File: src/design/ibxc_pkg.sv
// Shared types and constants for the interleaved block XOR cipher.
// Used by ibxc_ctrl, ibxc_dp and interleaved_block_xor_cipher; no dependencies.
`default_nettype none

package ibxc_pkg;

    localparam int MAX_BLOCK  = 1024;
    localparam int BLK_W      = $clog2(MAX_BLOCK + 1);
    localparam int WORD_W     = 32;
    localparam int KEY_W      = 8;
    localparam int DIV_STEPS  = WORD_W;
    localparam int DIV_CNT_W  = $clog2(DIV_STEPS);
    localparam int CFG_IDX_W  = 3;

    localparam logic [CFG_IDX_W-1:0] REG_CIPHER_MODE    = 3'd0;
    localparam logic [CFG_IDX_W-1:0] REG_START_KEY      = 3'd1;
    localparam logic [CFG_IDX_W-1:0] REG_KEY_STEP       = 3'd2;
    localparam logic [CFG_IDX_W-1:0] REG_BLOCK_SIZE     = 3'd3;
    localparam logic [CFG_IDX_W-1:0] REG_BYTE_LIMIT     = 3'd4;
    localparam logic [CFG_IDX_W-1:0] REG_MESSAGE_LENGTH = 3'd5;

    localparam logic MODE_DECRYPT = 1'b0;
    localparam logic MODE_ENCRYPT = 1'b1;

    localparam logic [BLK_W-1:0] BLOCK_SIZE_RESET = BLK_W'(128);

    typedef struct packed {
        logic              cipher_mode;
        logic [KEY_W-1:0]  start_key;
        logic [KEY_W-1:0]  key_step;
        logic [BLK_W-1:0]  block_size;
        logic [WORD_W-1:0] byte_limit;
        logic [WORD_W-1:0] message_length;
    } ibxc_cfg_t;

    typedef struct packed {
        logic accept;
        logic div_step;
        logic trim;
        logic finish;
        logic check;
        logic blk;
        logic dest;
        logic emit;
    } ibxc_cmd_t;

    typedef struct packed {
        logic div_last;
        logic out_free;
    } ibxc_sts_t;

endpackage

`default_nettype wire

File: src/design/ibxc_dp.sv
// Datapath: remainder unit, message trim, block/permutation math and output register.
// Driven by ibxc_ctrl through ibxc_cmd_t; depends on ibxc_pkg.
`default_nettype none

module ibxc_dp
    import ibxc_pkg::*;
(
    input  wire                aclk,
    input  wire                aresetn,
    input  wire ibxc_cfg_t     cfg,
    input  wire ibxc_cmd_t     cmd,
    output ibxc_sts_t          sts,
    input  wire [KEY_W-1:0]    s_tdata,
    output logic               m_tvalid,
    input  wire                m_tready,
    output logic [39:0]        m_tdata,
    output logic               m_tuser
);

    logic [BLK_W-1:0]     eff_b;
    logic [BLK_W-1:0]     quarter;

    logic [KEY_W-1:0]     byte_reg;
    logic [WORD_W-1:0]    szx_reg, szx_next;
    logic [WORD_W-1:0]    limx_reg, limx_next;
    logic [BLK_W-1:0]     rsz_reg, rsz_next;
    logic [BLK_W-1:0]     rlim_reg, rlim_next;
    logic [DIV_CNT_W-1:0] cnt_reg;
    logic [BLK_W:0]       rsz_sh, rlim_sh;

    logic [WORD_W-1:0]    sz_trim_reg, sz_trim_next;
    logic [WORD_W:0]      lim_up_reg, lim_up_next;
    logic [WORD_W-1:0]    sz_sub;
    logic [WORD_W-1:0]    pend_next;

    logic [WORD_W-1:0]    pos_reg, base_reg, pend_reg;
    logic [BLK_W-1:0]     idx_reg, len_reg, half_reg;
    logic [KEY_W-1:0]     bsk_reg;
    logic                 inreg_reg;
    logic [WORD_W-1:0]    left_reg;
    logic [BLK_W-1:0]     len_next, half_next;
    logic [BLK_W-1:0]     dest_reg, dest_next;
    logic [BLK_W-1:0]     t_val;
    logic [BLK_W-1:0]     idx_inc;

    logic [KEY_W-1:0]     mul_sel;
    logic [2*KEY_W-1:0]   key_prod, adv_prod;
    logic [KEY_W-1:0]     key_val;

    logic                 m_valid_reg;
    logic [KEY_W-1:0]     m_byte_reg;
    logic [WORD_W-1:0]    m_off_reg;
    logic                 m_xf_reg;

    always_comb begin
        if (cfg.block_size == '0) begin
            eff_b = BLK_W'(1);
        end else if (cfg.block_size > BLK_W'(MAX_BLOCK)) begin
            eff_b = BLK_W'(MAX_BLOCK);
        end else begin
            eff_b = cfg.block_size;
        end
        quarter = eff_b >> 2;
    end

    // restoring remainder, one bit per cycle on both dividends
    always_comb begin
        rsz_sh  = {rsz_reg, szx_reg[WORD_W-1]};
        rlim_sh = {rlim_reg, limx_reg[WORD_W-1]};
        szx_next  = {szx_reg[WORD_W-2:0], 1'b0};
        limx_next = {limx_reg[WORD_W-2:0], 1'b0};
        if (rsz_sh >= {1'b0, eff_b}) begin
            rsz_next = BLK_W'(rsz_sh - {1'b0, eff_b});
        end else begin
            rsz_next = rsz_sh[BLK_W-1:0];
        end
        if (rlim_sh >= {1'b0, eff_b}) begin
            rlim_next = BLK_W'(rlim_sh - {1'b0, eff_b});
        end else begin
            rlim_next = rlim_sh[BLK_W-1:0];
        end
    end

    always_comb begin
        sz_sub = ((rsz_reg < quarter) ? WORD_W'(rsz_reg) : '0)
               + WORD_W'(cfg.message_length[0]);
        if (cfg.message_length < WORD_W'(quarter)) begin
            sz_trim_next = '0;
        end else begin
            sz_trim_next = cfg.message_length - sz_sub;
        end
        if (rlim_reg != '0) begin
            lim_up_next = {1'b0, cfg.byte_limit} + (WORD_W+1)'(eff_b - rlim_reg);
        end else begin
            lim_up_next = {1'b0, cfg.byte_limit};
        end
        pend_next = ({1'b0, sz_trim_reg} < lim_up_reg) ? sz_trim_reg
                                                        : lim_up_reg[WORD_W-1:0];
    end

    always_comb begin
        if (left_reg < WORD_W'(eff_b)) begin
            len_next = left_reg[BLK_W-1:0];
        end else begin
            len_next = eff_b;
        end
        half_next = BLK_W'(({1'b0, len_next} + 1'b1) >> 1);
    end

    always_comb begin
        t_val = len_reg - BLK_W'(1) - idx_reg;
        if (cfg.cipher_mode == MODE_DECRYPT) begin
            if (idx_reg < half_reg) begin
                dest_next = len_reg - BLK_W'(1) - {idx_reg[BLK_W-2:0], 1'b0};
            end else begin
                dest_next = len_reg - BLK_W'(2) - BLK_W'({idx_reg - half_reg, 1'b0});
            end
        end else begin
            if (!t_val[0]) begin
                dest_next = t_val >> 1;
            end else begin
                dest_next = (t_val >> 1) + half_reg;
            end
        end
    end

    always_comb begin
        mul_sel  = (cfg.cipher_mode == MODE_DECRYPT) ? idx_reg[KEY_W-1:0]
                                                     : dest_reg[KEY_W-1:0];
        key_prod = mul_sel * cfg.key_step;
        key_val  = bsk_reg + key_prod[KEY_W-1:0];
        adv_prod = {half_reg[KEY_W-2:0], 1'b0} * cfg.key_step;
        idx_inc  = idx_reg + BLK_W'(1);
    end

    always_ff @(posedge aclk) begin
        if (!aresetn) begin
            cnt_reg     <= '0;
            pos_reg     <= '0;
            base_reg    <= '0;
            pend_reg    <= '0;
            idx_reg     <= '0;
            len_reg     <= '0;
            half_reg    <= '0;
            bsk_reg     <= '0;
            m_valid_reg <= 1'b0;
        end else begin
            if (cmd.accept) begin
                cnt_reg <= '0;
            end else if (cmd.div_step) begin
                cnt_reg <= cnt_reg + DIV_CNT_W'(1);
            end
            if (cmd.finish) begin
                pend_reg <= pend_next;
                pos_reg  <= '0;
                base_reg <= '0;
                idx_reg  <= '0;
                len_reg  <= '0;
                half_reg <= '0;
                bsk_reg  <= cfg.start_key;
            end
            if (cmd.blk && inreg_reg && idx_reg == '0) begin
                len_reg  <= len_next;
                half_reg <= half_next;
            end
            if (cmd.emit) begin
                pos_reg <= pos_reg + WORD_W'(1);
                if (inreg_reg) begin
                    if (idx_inc >= len_reg) begin
                        idx_reg  <= '0;
                        base_reg <= base_reg + WORD_W'(len_reg);
                        bsk_reg  <= bsk_reg + adv_prod[KEY_W-1:0];
                    end else begin
                        idx_reg <= idx_inc;
                    end
                end
            end
            if (cmd.emit) begin
                m_valid_reg <= 1'b1;
            end else if (m_tready) begin
                m_valid_reg <= 1'b0;
            end
        end
    end

    always_ff @(posedge aclk) begin
        if (cmd.accept) begin
            byte_reg <= s_tdata;
            szx_reg  <= cfg.message_length;
            limx_reg <= cfg.byte_limit;
            rsz_reg  <= '0;
            rlim_reg <= '0;
        end else if (cmd.div_step) begin
            szx_reg  <= szx_next;
            limx_reg <= limx_next;
            rsz_reg  <= rsz_next;
            rlim_reg <= rlim_next;
        end
        if (cmd.trim) begin
            sz_trim_reg <= sz_trim_next;
            lim_up_reg  <= lim_up_next;
        end
        if (cmd.check) begin
            inreg_reg <= pos_reg < pend_reg;
            left_reg  <= pend_reg - pos_reg;
        end
        if (cmd.dest) begin
            dest_reg <= dest_next;
        end
        if (cmd.emit) begin
            if (inreg_reg) begin
                m_byte_reg <= byte_reg ^ key_val;
                m_off_reg  <= base_reg + WORD_W'(dest_reg);
                m_xf_reg   <= 1'b1;
            end else begin
                m_byte_reg <= byte_reg;
                m_off_reg  <= pos_reg;
                m_xf_reg   <= 1'b0;
            end
        end
    end

    assign sts.div_last = (cnt_reg == DIV_CNT_W'(DIV_STEPS - 1));
    assign sts.out_free = !m_valid_reg || m_tready;

    assign m_tvalid = m_valid_reg;
    assign m_tdata  = {m_off_reg, m_byte_reg};
    assign m_tuser  = m_xf_reg;

    a_emit_sets_valid: assert property (@(posedge aclk) disable iff (!aresetn)
        cmd.emit |=> m_valid_reg)
        else $error("emit did not load the output register");

    a_emit_only_free: assert property (@(posedge aclk) disable iff (!aresetn)
        cmd.emit |-> (!m_valid_reg || m_tready))
        else $error("output register overwritten while held");

    a_index_in_block: assert property (@(posedge aclk) disable iff (!aresetn)
        idx_reg != '0 |-> idx_reg < len_reg)
        else $error("block index ran past block length");

    a_pos_advance: assert property (@(posedge aclk) disable iff (!aresetn)
        cmd.emit && !cmd.finish |=> pos_reg == $past(pos_reg) + WORD_W'(1))
        else $error("message position did not advance");

endmodule

`default_nettype wire

File: src/design/ibxc_ctrl.sv
// Controller: per byte accept, remainder+trim (first byte), block math, emit.
// Drives ibxc_dp through ibxc_cmd_t; depends on ibxc_pkg.
`default_nettype none

module ibxc_ctrl
    import ibxc_pkg::*;
(
    input  wire            aclk,
    input  wire            aresetn,
    input  wire            s_tvalid,
    input  wire            s_tuser,
    output logic           s_tready,
    input  wire ibxc_sts_t sts,
    output ibxc_cmd_t      cmd
);

    typedef enum logic [2:0] {
        S_IDLE, S_DIV, S_TRIM, S_END, S_CHECK, S_BLK, S_DEST, S_EMIT
    } state_t;

    state_t state_reg, state_next;
    logic   accept;

    assign s_tready = (state_reg == S_IDLE);
    assign accept   = s_tvalid && s_tready;

    always_comb begin
        cmd          = '0;
        cmd.accept   = accept;
        cmd.div_step = (state_reg == S_DIV);
        cmd.trim     = (state_reg == S_TRIM);
        cmd.finish   = (state_reg == S_END);
        cmd.check    = (state_reg == S_CHECK);
        cmd.blk      = (state_reg == S_BLK);
        cmd.dest     = (state_reg == S_DEST);
        cmd.emit     = (state_reg == S_EMIT) && sts.out_free;
    end

    always_comb begin
        state_next = state_reg;
        case (state_reg)
            S_IDLE: begin
                if (accept) begin
                    state_next = s_tuser ? S_DIV : S_CHECK;
                end
            end
            S_DIV: begin
                if (sts.div_last) begin
                    state_next = S_TRIM;
                end
            end
            S_TRIM:  state_next = S_END;
            S_END:   state_next = S_CHECK;
            S_CHECK: state_next = S_BLK;
            S_BLK:   state_next = S_DEST;
            S_DEST:  state_next = S_EMIT;
            S_EMIT: begin
                if (sts.out_free) begin
                    state_next = S_IDLE;
                end
            end
            default: state_next = S_IDLE;
        endcase
    end

    always_ff @(posedge aclk) begin
        if (!aresetn) begin
            state_reg <= S_IDLE;
        end else begin
            state_reg <= state_next;
        end
    end

    a_accept_leaves_idle: assert property (@(posedge aclk) disable iff (!aresetn)
        accept |=> state_reg != S_IDLE)
        else $error("accepted transaction left controller idle");

    a_emit_hold: assert property (@(posedge aclk) disable iff (!aresetn)
        state_reg == S_EMIT && !sts.out_free |=> state_reg == S_EMIT)
        else $error("result dropped while output held");

    a_first_runs_div: assert property (@(posedge aclk) disable iff (!aresetn)
        accept && s_tuser |=> state_reg == S_DIV)
        else $error("first byte skipped message setup");

endmodule

`default_nettype wire

File: src/design/interleaved_block_xor_cipher.sv
// Top level of the interleaved block XOR cipher: config registers, controller, datapath.
// Depends on ibxc_pkg, ibxc_ctrl and ibxc_dp.
//
//  channel  handshake               payload
//  s_       s_tvalid / s_tready     s_tdata[7:0] data_byte, s_tuser first_of_message
//  m_       m_tvalid / m_tready     m_tdata[7:0] out_byte, [39:8] out_offset,
//                                   m_tuser was_transformed
//  cfg_     cfg_valid / cfg_ready   cfg_index register index, cfg_data value
//
// A byte goes through these steps from acceptance to result: accept, compare, block length,
// destination, key and output load.
// A byte with first_of_message adds the bit-serial remainder unit (message length
// and byte limit modulo block size together) and the trim steps.
// The output register lets a result wait while the next byte is accepted; the
// next result waits in the last step until the output register is taken.
// Reset is synchronous, active low; cfg_ready is always high.
`default_nettype none

module interleaved_block_xor_cipher
    import ibxc_pkg::*;
(
    input  wire                  aclk,
    input  wire                  aresetn,
    input  wire                  s_tvalid,
    output logic                 s_tready,
    input  wire [7:0]            s_tdata,   // [7:0] data_byte
    input  wire                  s_tuser,   // [0] first_of_message
    output logic                 m_tvalid,
    input  wire                  m_tready,
    output logic [39:0]          m_tdata,   // [7:0] out_byte, [39:8] out_offset
    output logic                 m_tuser,   // [0] was_transformed
    input  wire                  cfg_valid,
    output logic                 cfg_ready,
    input  wire [CFG_IDX_W-1:0]  cfg_index,
    input  wire [WORD_W-1:0]     cfg_data
);

    ibxc_cfg_t cfg_reg;
    ibxc_cmd_t cmd;
    ibxc_sts_t sts;

    assign cfg_ready = 1'b1;

    always_ff @(posedge aclk) begin
        if (!aresetn) begin
            cfg_reg.cipher_mode    <= MODE_DECRYPT;
            cfg_reg.start_key      <= '0;
            cfg_reg.key_step       <= '0;
            cfg_reg.block_size     <= BLOCK_SIZE_RESET;
            cfg_reg.byte_limit     <= '0;
            cfg_reg.message_length <= '0;
        end else if (cfg_valid && cfg_ready) begin
            case (cfg_index)
                REG_CIPHER_MODE:    cfg_reg.cipher_mode    <= cfg_data[0];
                REG_START_KEY:      cfg_reg.start_key      <= cfg_data[KEY_W-1:0];
                REG_KEY_STEP:       cfg_reg.key_step       <= cfg_data[KEY_W-1:0];
                REG_BLOCK_SIZE:     cfg_reg.block_size     <= cfg_data[BLK_W-1:0];
                REG_BYTE_LIMIT:     cfg_reg.byte_limit     <= cfg_data;
                REG_MESSAGE_LENGTH: cfg_reg.message_length <= cfg_data;
                default: ;
            endcase
        end
    end

    ibxc_ctrl u_ctrl (
        .aclk     (aclk),
        .aresetn  (aresetn),
        .s_tvalid (s_tvalid),
        .s_tuser  (s_tuser),
        .s_tready (s_tready),
        .sts      (sts),
        .cmd      (cmd)
    );

    ibxc_dp u_dp (
        .aclk     (aclk),
        .aresetn  (aresetn),
        .cfg      (cfg_reg),
        .cmd      (cmd),
        .sts      (sts),
        .s_tdata  (s_tdata),
        .m_tvalid (m_tvalid),
        .m_tready (m_tready),
        .m_tdata  (m_tdata),
        .m_tuser  (m_tuser)
    );

endmodule

`default_nettype wire
File: config.mk
export PLATFORM = sky130hd
export DESIGN_NAME = interleaved_block_xor_cipher
export DESIGN_NICKNAME = d
export VERILOG_FILES = /design/src/design/ibxc_pkg.sv /design/src/design/ibxc_dp.sv /design/src/design/ibxc_ctrl.sv /design/src/design/interleaved_block_xor_cipher.sv
export SDC_FILE = /design/constraint.sdc
export NUM_CORES = 2
export LEC_CHECK = 0
export BUFFER_PORTS_ARGS = -buffer_cell sky130_fd_sc_hd__clkbuf_2
export CAP_MARGIN = 5
export CORE_ASPECT_RATIO = 1.2
export CORE_UTILIZATION = 69
export CTS_CLUSTER_DIAMETER = 150
export DETAILED_ROUTE_END_ITERATION = 10
export GPL_ROUTABILITY_DRIVEN = 0
export HOLD_SLACK_MARGIN = 0.1
export PLACE_DENSITY_LB_ADDON = 0.3
export SYNTH_ARGS = -nofsm -noshare
export SYNTH_HDL_FRONTEND = slang
export SYNTH_SLANG_ARGS = --single-unit
File: constraint.sdc
create_clock -name aclk -period 9.02 [get_ports aclk]
set_clock_uncertainty 0.2 [all_clocks]
set_input_delay 1.804 -clock aclk [delete_from_list [all_inputs] [get_ports aclk]]
set_output_delay 1.804 -clock aclk [all_outputs]
set_load 0.03 [all_outputs]
# Yosys cells after proc, flatten, opt, wreduce, memory -nomap -nowiden
# Cells that the tools add are included.
# op_classes
n_addsub	22
n_mul	2
magnitude_cmp	10
eq_ne	16
mux	43
bitwise	2
n_reduce_logical	23
# op_table
cell	n
two-way mux 32 bit	13
two-way mux 11 bit	16
adder 32 x 11 -> 32 bit	2
subtractor 32 bit	2
subtractor 11 bit	5
two-way mux 8 bit	6
adder 32 x 33 -> 33 bit	1
< comparator 32 x 33 -> 1 bit	1
adder 32 x 1 -> 32 bit	1
adder 32 x 1 -> 32 bit, second input constant	1
< comparator 32 x 11 -> 1 bit	1
< comparator 32 bit	1
< comparator 32 x 9 -> 1 bit	1
>= comparator 12 x 11 -> 1 bit	2
case mux 3 bit (8 select lines)	1
logical NOT 11 bit	2
equality test 3 bit, second input constant	6
adder 8 bit	2
adder 11 x 1 -> 12 bit, second input constant	1
equality test 3 x 2 -> 1 bit, second input constant	4
two-way mux 3 bit	4
AND reduction 2 bit	6
subtractor 11 x 11 -> 12 bit	1
adder 10 x 11 -> 11 bit	1
26 further kinds	37
# word_totals
regBits	482
inputBits	49
out_inout_bits	44

# Longest topological paths before layout
# logic_depth
word_depth	7
mapped_depth	26
depth_no_buf	26

# Modules after synthesis
# From an unflattened synthesis, not the netlist that was laid out.
# hier_totals
hier_cells	3595
hier_area_um2	32742.7
# modules_own_cells
mod	instances	cells_each	area_per_inst_um2
ibxc_dp	1	3219	28987.8
interleaved_block_xor_cipher	1	341	3490.8
ibxc_ctrl	1	35	264.0

# Worst setup path before layout
# Ideal clock, no wire load.
# synth_timing
path_kind	register -> register
startpoint	register u_ctrl.state_reg[1]
endpoint	register u_dp.lim_up_reg[0], enable pin
setup_ns	0.582
arrival_ns	5.409
t_required_ns	8.238
setup_slack_ns	2.830
path_stages_with_launch	3
n_path_buf	1
period_less_slack_ns	6.190
path_cell_list	dfxtp_1 -> clkbuf_1 -> nor3b_1
# synth_between
elab_chain_cells	1
# synth_lines
item	line_no	source
start, declared	ibxc_ctrl.sv:21	state_t state_reg, state_next;
start signal, assigned	ibxc_ctrl.sv:70	state_reg <= state_next;
equality test 3 x 2 -> 1 bit	ibxc_ctrl.sv:31	cmd.trim = (state_reg == S_TRIM);
end signal, assigned	ibxc_dp.sv:201	lim_up_reg <= lim_up_next;
end, declared	ibxc_dp.sv:32	logic [WORD_W:0] lim_up_reg, lim_up_next;
# No other way between the ends.
# A chain may end at the register's enable or synchronous reset.

# Worst setup path after layout
# layout_timing
startpoint	register cfg_reg[74] in the netlist's numbering
endpoint	register u_dp.sz_trim_reg[29] (data pin)
# layout_between
elab_chain_cells	7
word_cells_on_any_way	9
classes_between	2 x add/sub; 3 x order compare; 3 x mux; 1 x reduce/logical
# layout_lines
item	line_no	source
start, declared	interleaved_block_xor_cipher.sv:38	ibxc_cfg_t cfg_reg;
> comparator 11 bit	ibxc_dp.sv:58	end else if (cfg.block_size > BLK_W'(MAX_BLOCK)) begin
two-way mux 11 bit	ibxc_dp.sv:58	
two-way mux 11 bit *	ibxc_dp.sv:56	if (cfg.block_size == '0) begin
< comparator 11 x 9 -> 1 bit	ibxc_dp.sv:85	sz_sub = ((rsz_reg < quarter) ? WORD_W'(rsz_reg) : '0)
two-way mux 11 bit	ibxc_dp.sv:85	
adder 32 x 1 -> 32 bit	ibxc_dp.sv:86	+ WORD_W'(cfg.message_length[0]);
subtractor 32 bit	ibxc_dp.sv:90	sz_trim_next = cfg.message_length - sz_sub;
end signal, assigned	ibxc_dp.sv:200	sz_trim_reg <= sz_trim_next;
end, declared	ibxc_dp.sv:31	logic [WORD_W-1:0] sz_trim_reg, sz_trim_next;
# Mark *: on every way between the ends. The rest lies on a longest branch, timed or not.

==> results by stage <==
Run status:
- The run finished with clean final reports.

Detailed routing:
- The detailed router used layers up to and including met4.
- The routed design has roughly 87 mm of wire.
- The detailed-route wire length on metal 1 is around 34 mm.
- The routed length on met2 is 40.7 mm.
- After detailed routing, the number of remaining DRC violations is 0.
- The iteration count of the initial detailed-routing pass is 6.
- The detail route stage leaves a number of antenna-violating nets equal to 0.
- In the routed layout, each cell is associated on average with a via count of 6.43.
- The total number of vias is 28700.
- The routed wirelength normalized by instance count is approximately 20 um.
- The detailed router finished its first iteration with 2700 violations.
- The sum of met3 wire segment lengths after detailed routing is 7.05 mm.

CTS:
- The deepest clock path buffer count is 3.
- The root buffer cell is sky130_fd_sc_hd__clkbuf_16.
- The TritonCTS clock tree is yes.
- The number of H-tree branching levels is 2.
- The post-CTS setup buffer count is 0.
- The total CTS buffers is 48.
- The hold-fix buffer count after cts is 0.
- The insertion delay to the later sink of the worst-skew pair is 620 ps.
- The post-CTS clock slew at the launch and capture registers of the worst setup and hold paths is 60 ps.
- For this design, the sink count on the clock tree is 482.
- The number of gates resized after CTS was 0.

Synth:
- In the post-synthesis netlist, the cell with the most instances is sky130_fd_sc_hd__nand2_1.
- The yosys synthesis warning count is 0.
- The share of the Yosys chip area taken by registers is 0.361.
- In the synthesized netlist, the cells that appear most often are sky130_fd_sc_hd__nand2_1 (424), sky130_fd_sc_hd__a21oi_1 (364), sky130_fd_sc_hd__nor2_1 (346).
- The mean post-synth cell area is 8.66 um2.
- The distinct cell type count after synthesis is 77.
- The top cell type's share of synthesized area is 0.203.
- The post-synthesis xor/xnor area fraction is 0.0644.
- Of the total synthesized cell area, the portion taken by AND, OR, NAND and NOR gates is 0.184.
- The number of enable-type register cells in the synthesized netlist is 222.
- Ranked by total cell area, the synthesized netlist is headed by sky130_fd_sc_hd__edfxtp_1 (20%), sky130_fd_sc_hd__dfxtp_1 (16%), sky130_fd_sc_hd__ha_1 (12%).
- The dominant combinational cell family by area after synthesis is simple AND/OR/NAND/NOR gates.
- The fraction of the mapped netlist area in compound gates was 0.166.
- The library cell occupying the most area in the post-synthesis netlist is sky130_fd_sc_hd__edfxtp_1.
- The number of register bits inferred by synthesis is 482.
- The predominant post-synthesis flop cell is sky130_fd_sc_hd__dfxtp_1.
- In the synthesized netlist the async set-or-reset flop fraction comes to 0.
- The synthesized instance count is 3800.
- Of the total synthesized cell area, the portion taken by full adders, half adders and majority gates is 0.141.
- In this run the cell area of the synthesized design comes to 32900 um2.
- Of the post-synthesis cell area, the part taken by muxes is 0.0328.

STA:
- Static timing analysis puts the maximum clock frequency at 0.148 GHz.
- Setup violations remaining at the end of the flow were counted as 0.
- The count of pins over their slew limit was 0.
- Headroom to the max-slew limit came out at 0.194.
- The count of endpoints failing hold in the final timing report was 0.
- In the finished design, the share of the clock period the worst path needs comes to 0.747.
- The time the final worst path needs with I/O delays and setup is 6740 ps.
- Setup repair after global routing left no endpoint under its margin.
- At the pin with the least slew margin, the transition time is roughly 1200 ps.
- Adding up every negative setup slack in the final design gives 0 ps.

Pwr:
- Internal power comes to ~5000 uW.
- VDD sags by at most 0.000189 V.
- The switching portion of total power is 0.372.
- The share of total power dissipated in the clock network is 0.257.
- In this run the static leakage power is 0.0142 uW.
- In this run the power density over the cells is 232 nW/um2.
- The power share of the combinational group is 0.392.
- Summed over all nets, the switching power comes to 3050 uW.
- The share of power burned in registers is 0.350.

Global route:
- The initial antenna violation count is 0.
- The total overflow reported by the global router is 0.
- The wire length of the first global-routing pass is 138 mm.
- Across every metal layer, demand over resource in global routing totals 0.355.
- The maximum number of pins on one net before global-route repair is 114.
- The via count of the first global-routing pass is 26800.

Hold path:
- The beginning of the worst hold path is cfg_reg[90].
- The worst min-delay path class is flip-flop to flip-flop.
- Counting instances, the worst hold path has a depth of 2.
- For hold timing, the worst endpoint is cfg_reg[90].

Setup path:
- The maximum net fanout on the critical path is 10.
- STA classifies the critical path startpoint as a flip-flop.
- In this run the critical register-to-register path is captured at u_dp.sz_trim_reg[29].
- The worst register-to-register path has a setup slack of 2280 ps.
- The signal arrival time at the worst endpoint is 6910 ps.
- The kind of critical path is flip-flop to flip-flop.
- The worst-case reg-to-reg path depth is 23.
- The reg-to-reg startpoint is cfg_reg[74].
- At the worst endpoint, the required time is 9200 ps.
- The worst setup path is captured at a flip-flop.

Floorplan:
- In this run the horizontal extent of the chip is 201 um.
- In this run the vertical extent of the chip is 241 um.
- In this run the core area contains 87 standard-cell rows.
- After floorplanning, the core was sized to cover 47000 um2.
- The starting utilization of the core area is 0.699.
- The floorplan step defined a die boundary enclosing about 49000 um2.
- The number of top-level pins is 93.

Placed design:
- The detailed placer's ending HPWL is between 60 and 70 mm.
- The number of I/O port buffers is between 90 and 100.
- The number of cells after detailed placement is about 4400.

Layout:
- The register with the most flip-flops in the layout has 92 of them.
- The non-filler instance count after layout is 4468.
- After the last flow step, the layout net total stands at 4202.
- The core occupancy in the finished layout is 0.752.
- Of the cells placed in the final design, the portion with a size suffix greater than 1 is 0.0770.
- The area added between synthesis and finish is 7.56%.
- The number of diodes added for antenna fixing is 0.

Flow run:
- The number of maximum-capacitance violations is 0.
worst max-delay path by stage:
stage | start | to
after CTS | cfg_reg[74] | u_dp.sz_trim_reg[29]
after detailed placement | cfg_reg[74] | u_dp.sz_trim_reg[29]
after floorplan | u_ctrl.state_reg[1] | u_dp.lim_up_reg[0]
after global placement | cfg_reg[74] | u_dp.sz_trim_reg[29]
final | cfg_reg[74] | u_dp.sz_trim_reg[29]
after global routing | cfg_reg[74] | u_dp.sz_trim_reg[27]
worst max-delay path, cell delays in order, from the launching register on:
cell and delay, ps:
sky130_fd_sc_hd__dfxtp_1 410, sky130_fd_sc_hd__inv_1 370, sky130_fd_sc_hd__nand2_1 320, sky130_fd_sc_hd__ha_1 360
sky130_fd_sc_hd__a21boi_0 120, sky130_fd_sc_hd__o21a_1 170, sky130_fd_sc_hd__o21a_1 170, sky130_fd_sc_hd__o21a_1 170
sky130_fd_sc_hd__o21ai_0 140, sky130_fd_sc_hd__a21oi_1 80, sky130_fd_sc_hd__o21ai_1 500, sky130_fd_sc_hd__nand2_1 180
sky130_fd_sc_hd__ha_1 330, sky130_fd_sc_hd__xor2_1 200, sky130_fd_sc_hd__inv_1 70, sky130_fd_sc_hd__ha_1 180
sky130_fd_sc_hd__o21ai_0 180, sky130_fd_sc_hd__nand3b_1 160, sky130_fd_sc_hd__o311ai_0 570, sky130_fd_sc_hd__a31oi_1 280
sky130_fd_sc_hd__a21oi_1 570, sky130_fd_sc_hd__nand2_1 240, sky130_fd_sc_hd__nor3_1 190, sky130_fd_sc_hd__mux2_2 350
metrics by stage:
stage / total power (uW) / setup WS, ps / instance area (um2) / hold slack (ps)
finish: 8200 / 2280 / 35400 / 257
global route: 8620 / 1890 / 35400 / 274
CTS: 8140 / 2340 / 35400 / 259
detailed placement: 6040 / 2350 / 33700 / 250
global placement: 5960 / 2620 / 33700 / 243
floorplan: 5270 / 2830 / 32900 / 232
layout by cell type (no fill, tap or decap), drive strengths merged, types with 11 or more instances in the layout:
| cell type | count |
|---|---|
| nand3 | 102 |
| mux2i | 28 |
| buf | 24 |
| clkbuf | 158 |
| nor2 | 346 |
| edfxtp | 222 |
| dfxtp | 260 |
| nand4 | 45 |
| o21a | 42 |
| o211ai | 13 |
| clkinv | 15 |
| a211oi | 26 |
| fa | 39 |
| o21bai | 18 |
| xnor2 | 171 |
| o22ai | 44 |
| and3 | 34 |
| a2111oi | 46 |
| or3 | 30 |
| a31oi | 19 |
| nand2b | 36 |
| or2 | 11 |
| nor2b | 39 |
| o21ai | 150 |
| or4 | 18 |
| nand2 | 424 |
| nor3 | 116 |
| and2 | 53 |
| mux2 | 71 |
| a21o | 57 |
| o31ai | 20 |
| ha | 309 |
| nor4 | 17 |
| a21oi | 365 |
| xor2 | 71 |
| inv | 281 |
logic make-up after synthesis:
kind of cell / Yosys count
buffers and inverters: 440
multiplexers: 99
flip-flops: 482
AO/OA/AOI/OAI: 885
XOR/XNOR: 242
adder cells (fa/ha/maj): 348
AND/OR/NAND/NOR: 1302
other: 2
power by group through the flow:
stage / registers (uW) / logic [uW] / clock network, uW
after global placement: 2910 / 3050 / 0
after detailed placement: 2910 / 3130 / 0
after floorplan: 2850 / 2430 / 0
after global routing: 2890 / 3520 / 2200
final: 2880 / 3220 / 2110
after CTS: 2870 / 3150 / 2120
cell type report:
class,count,area [um2]
inverters,279,1050
clock buffers,67,1390
multi-input cells,2879,19400
fillers,3407,11600
well taps,623,779
flip-flops and latches,482,11900
repair buffers,115,648
clock inverters,23,258
metal layers:
metal  track usage  vias up
met5             0        -
met4         0.208        0
met3        0.0454      321
met2         0.597     1384
met1         0.441    13500
li1              -    13500
(Power assumes the default switching activity.)
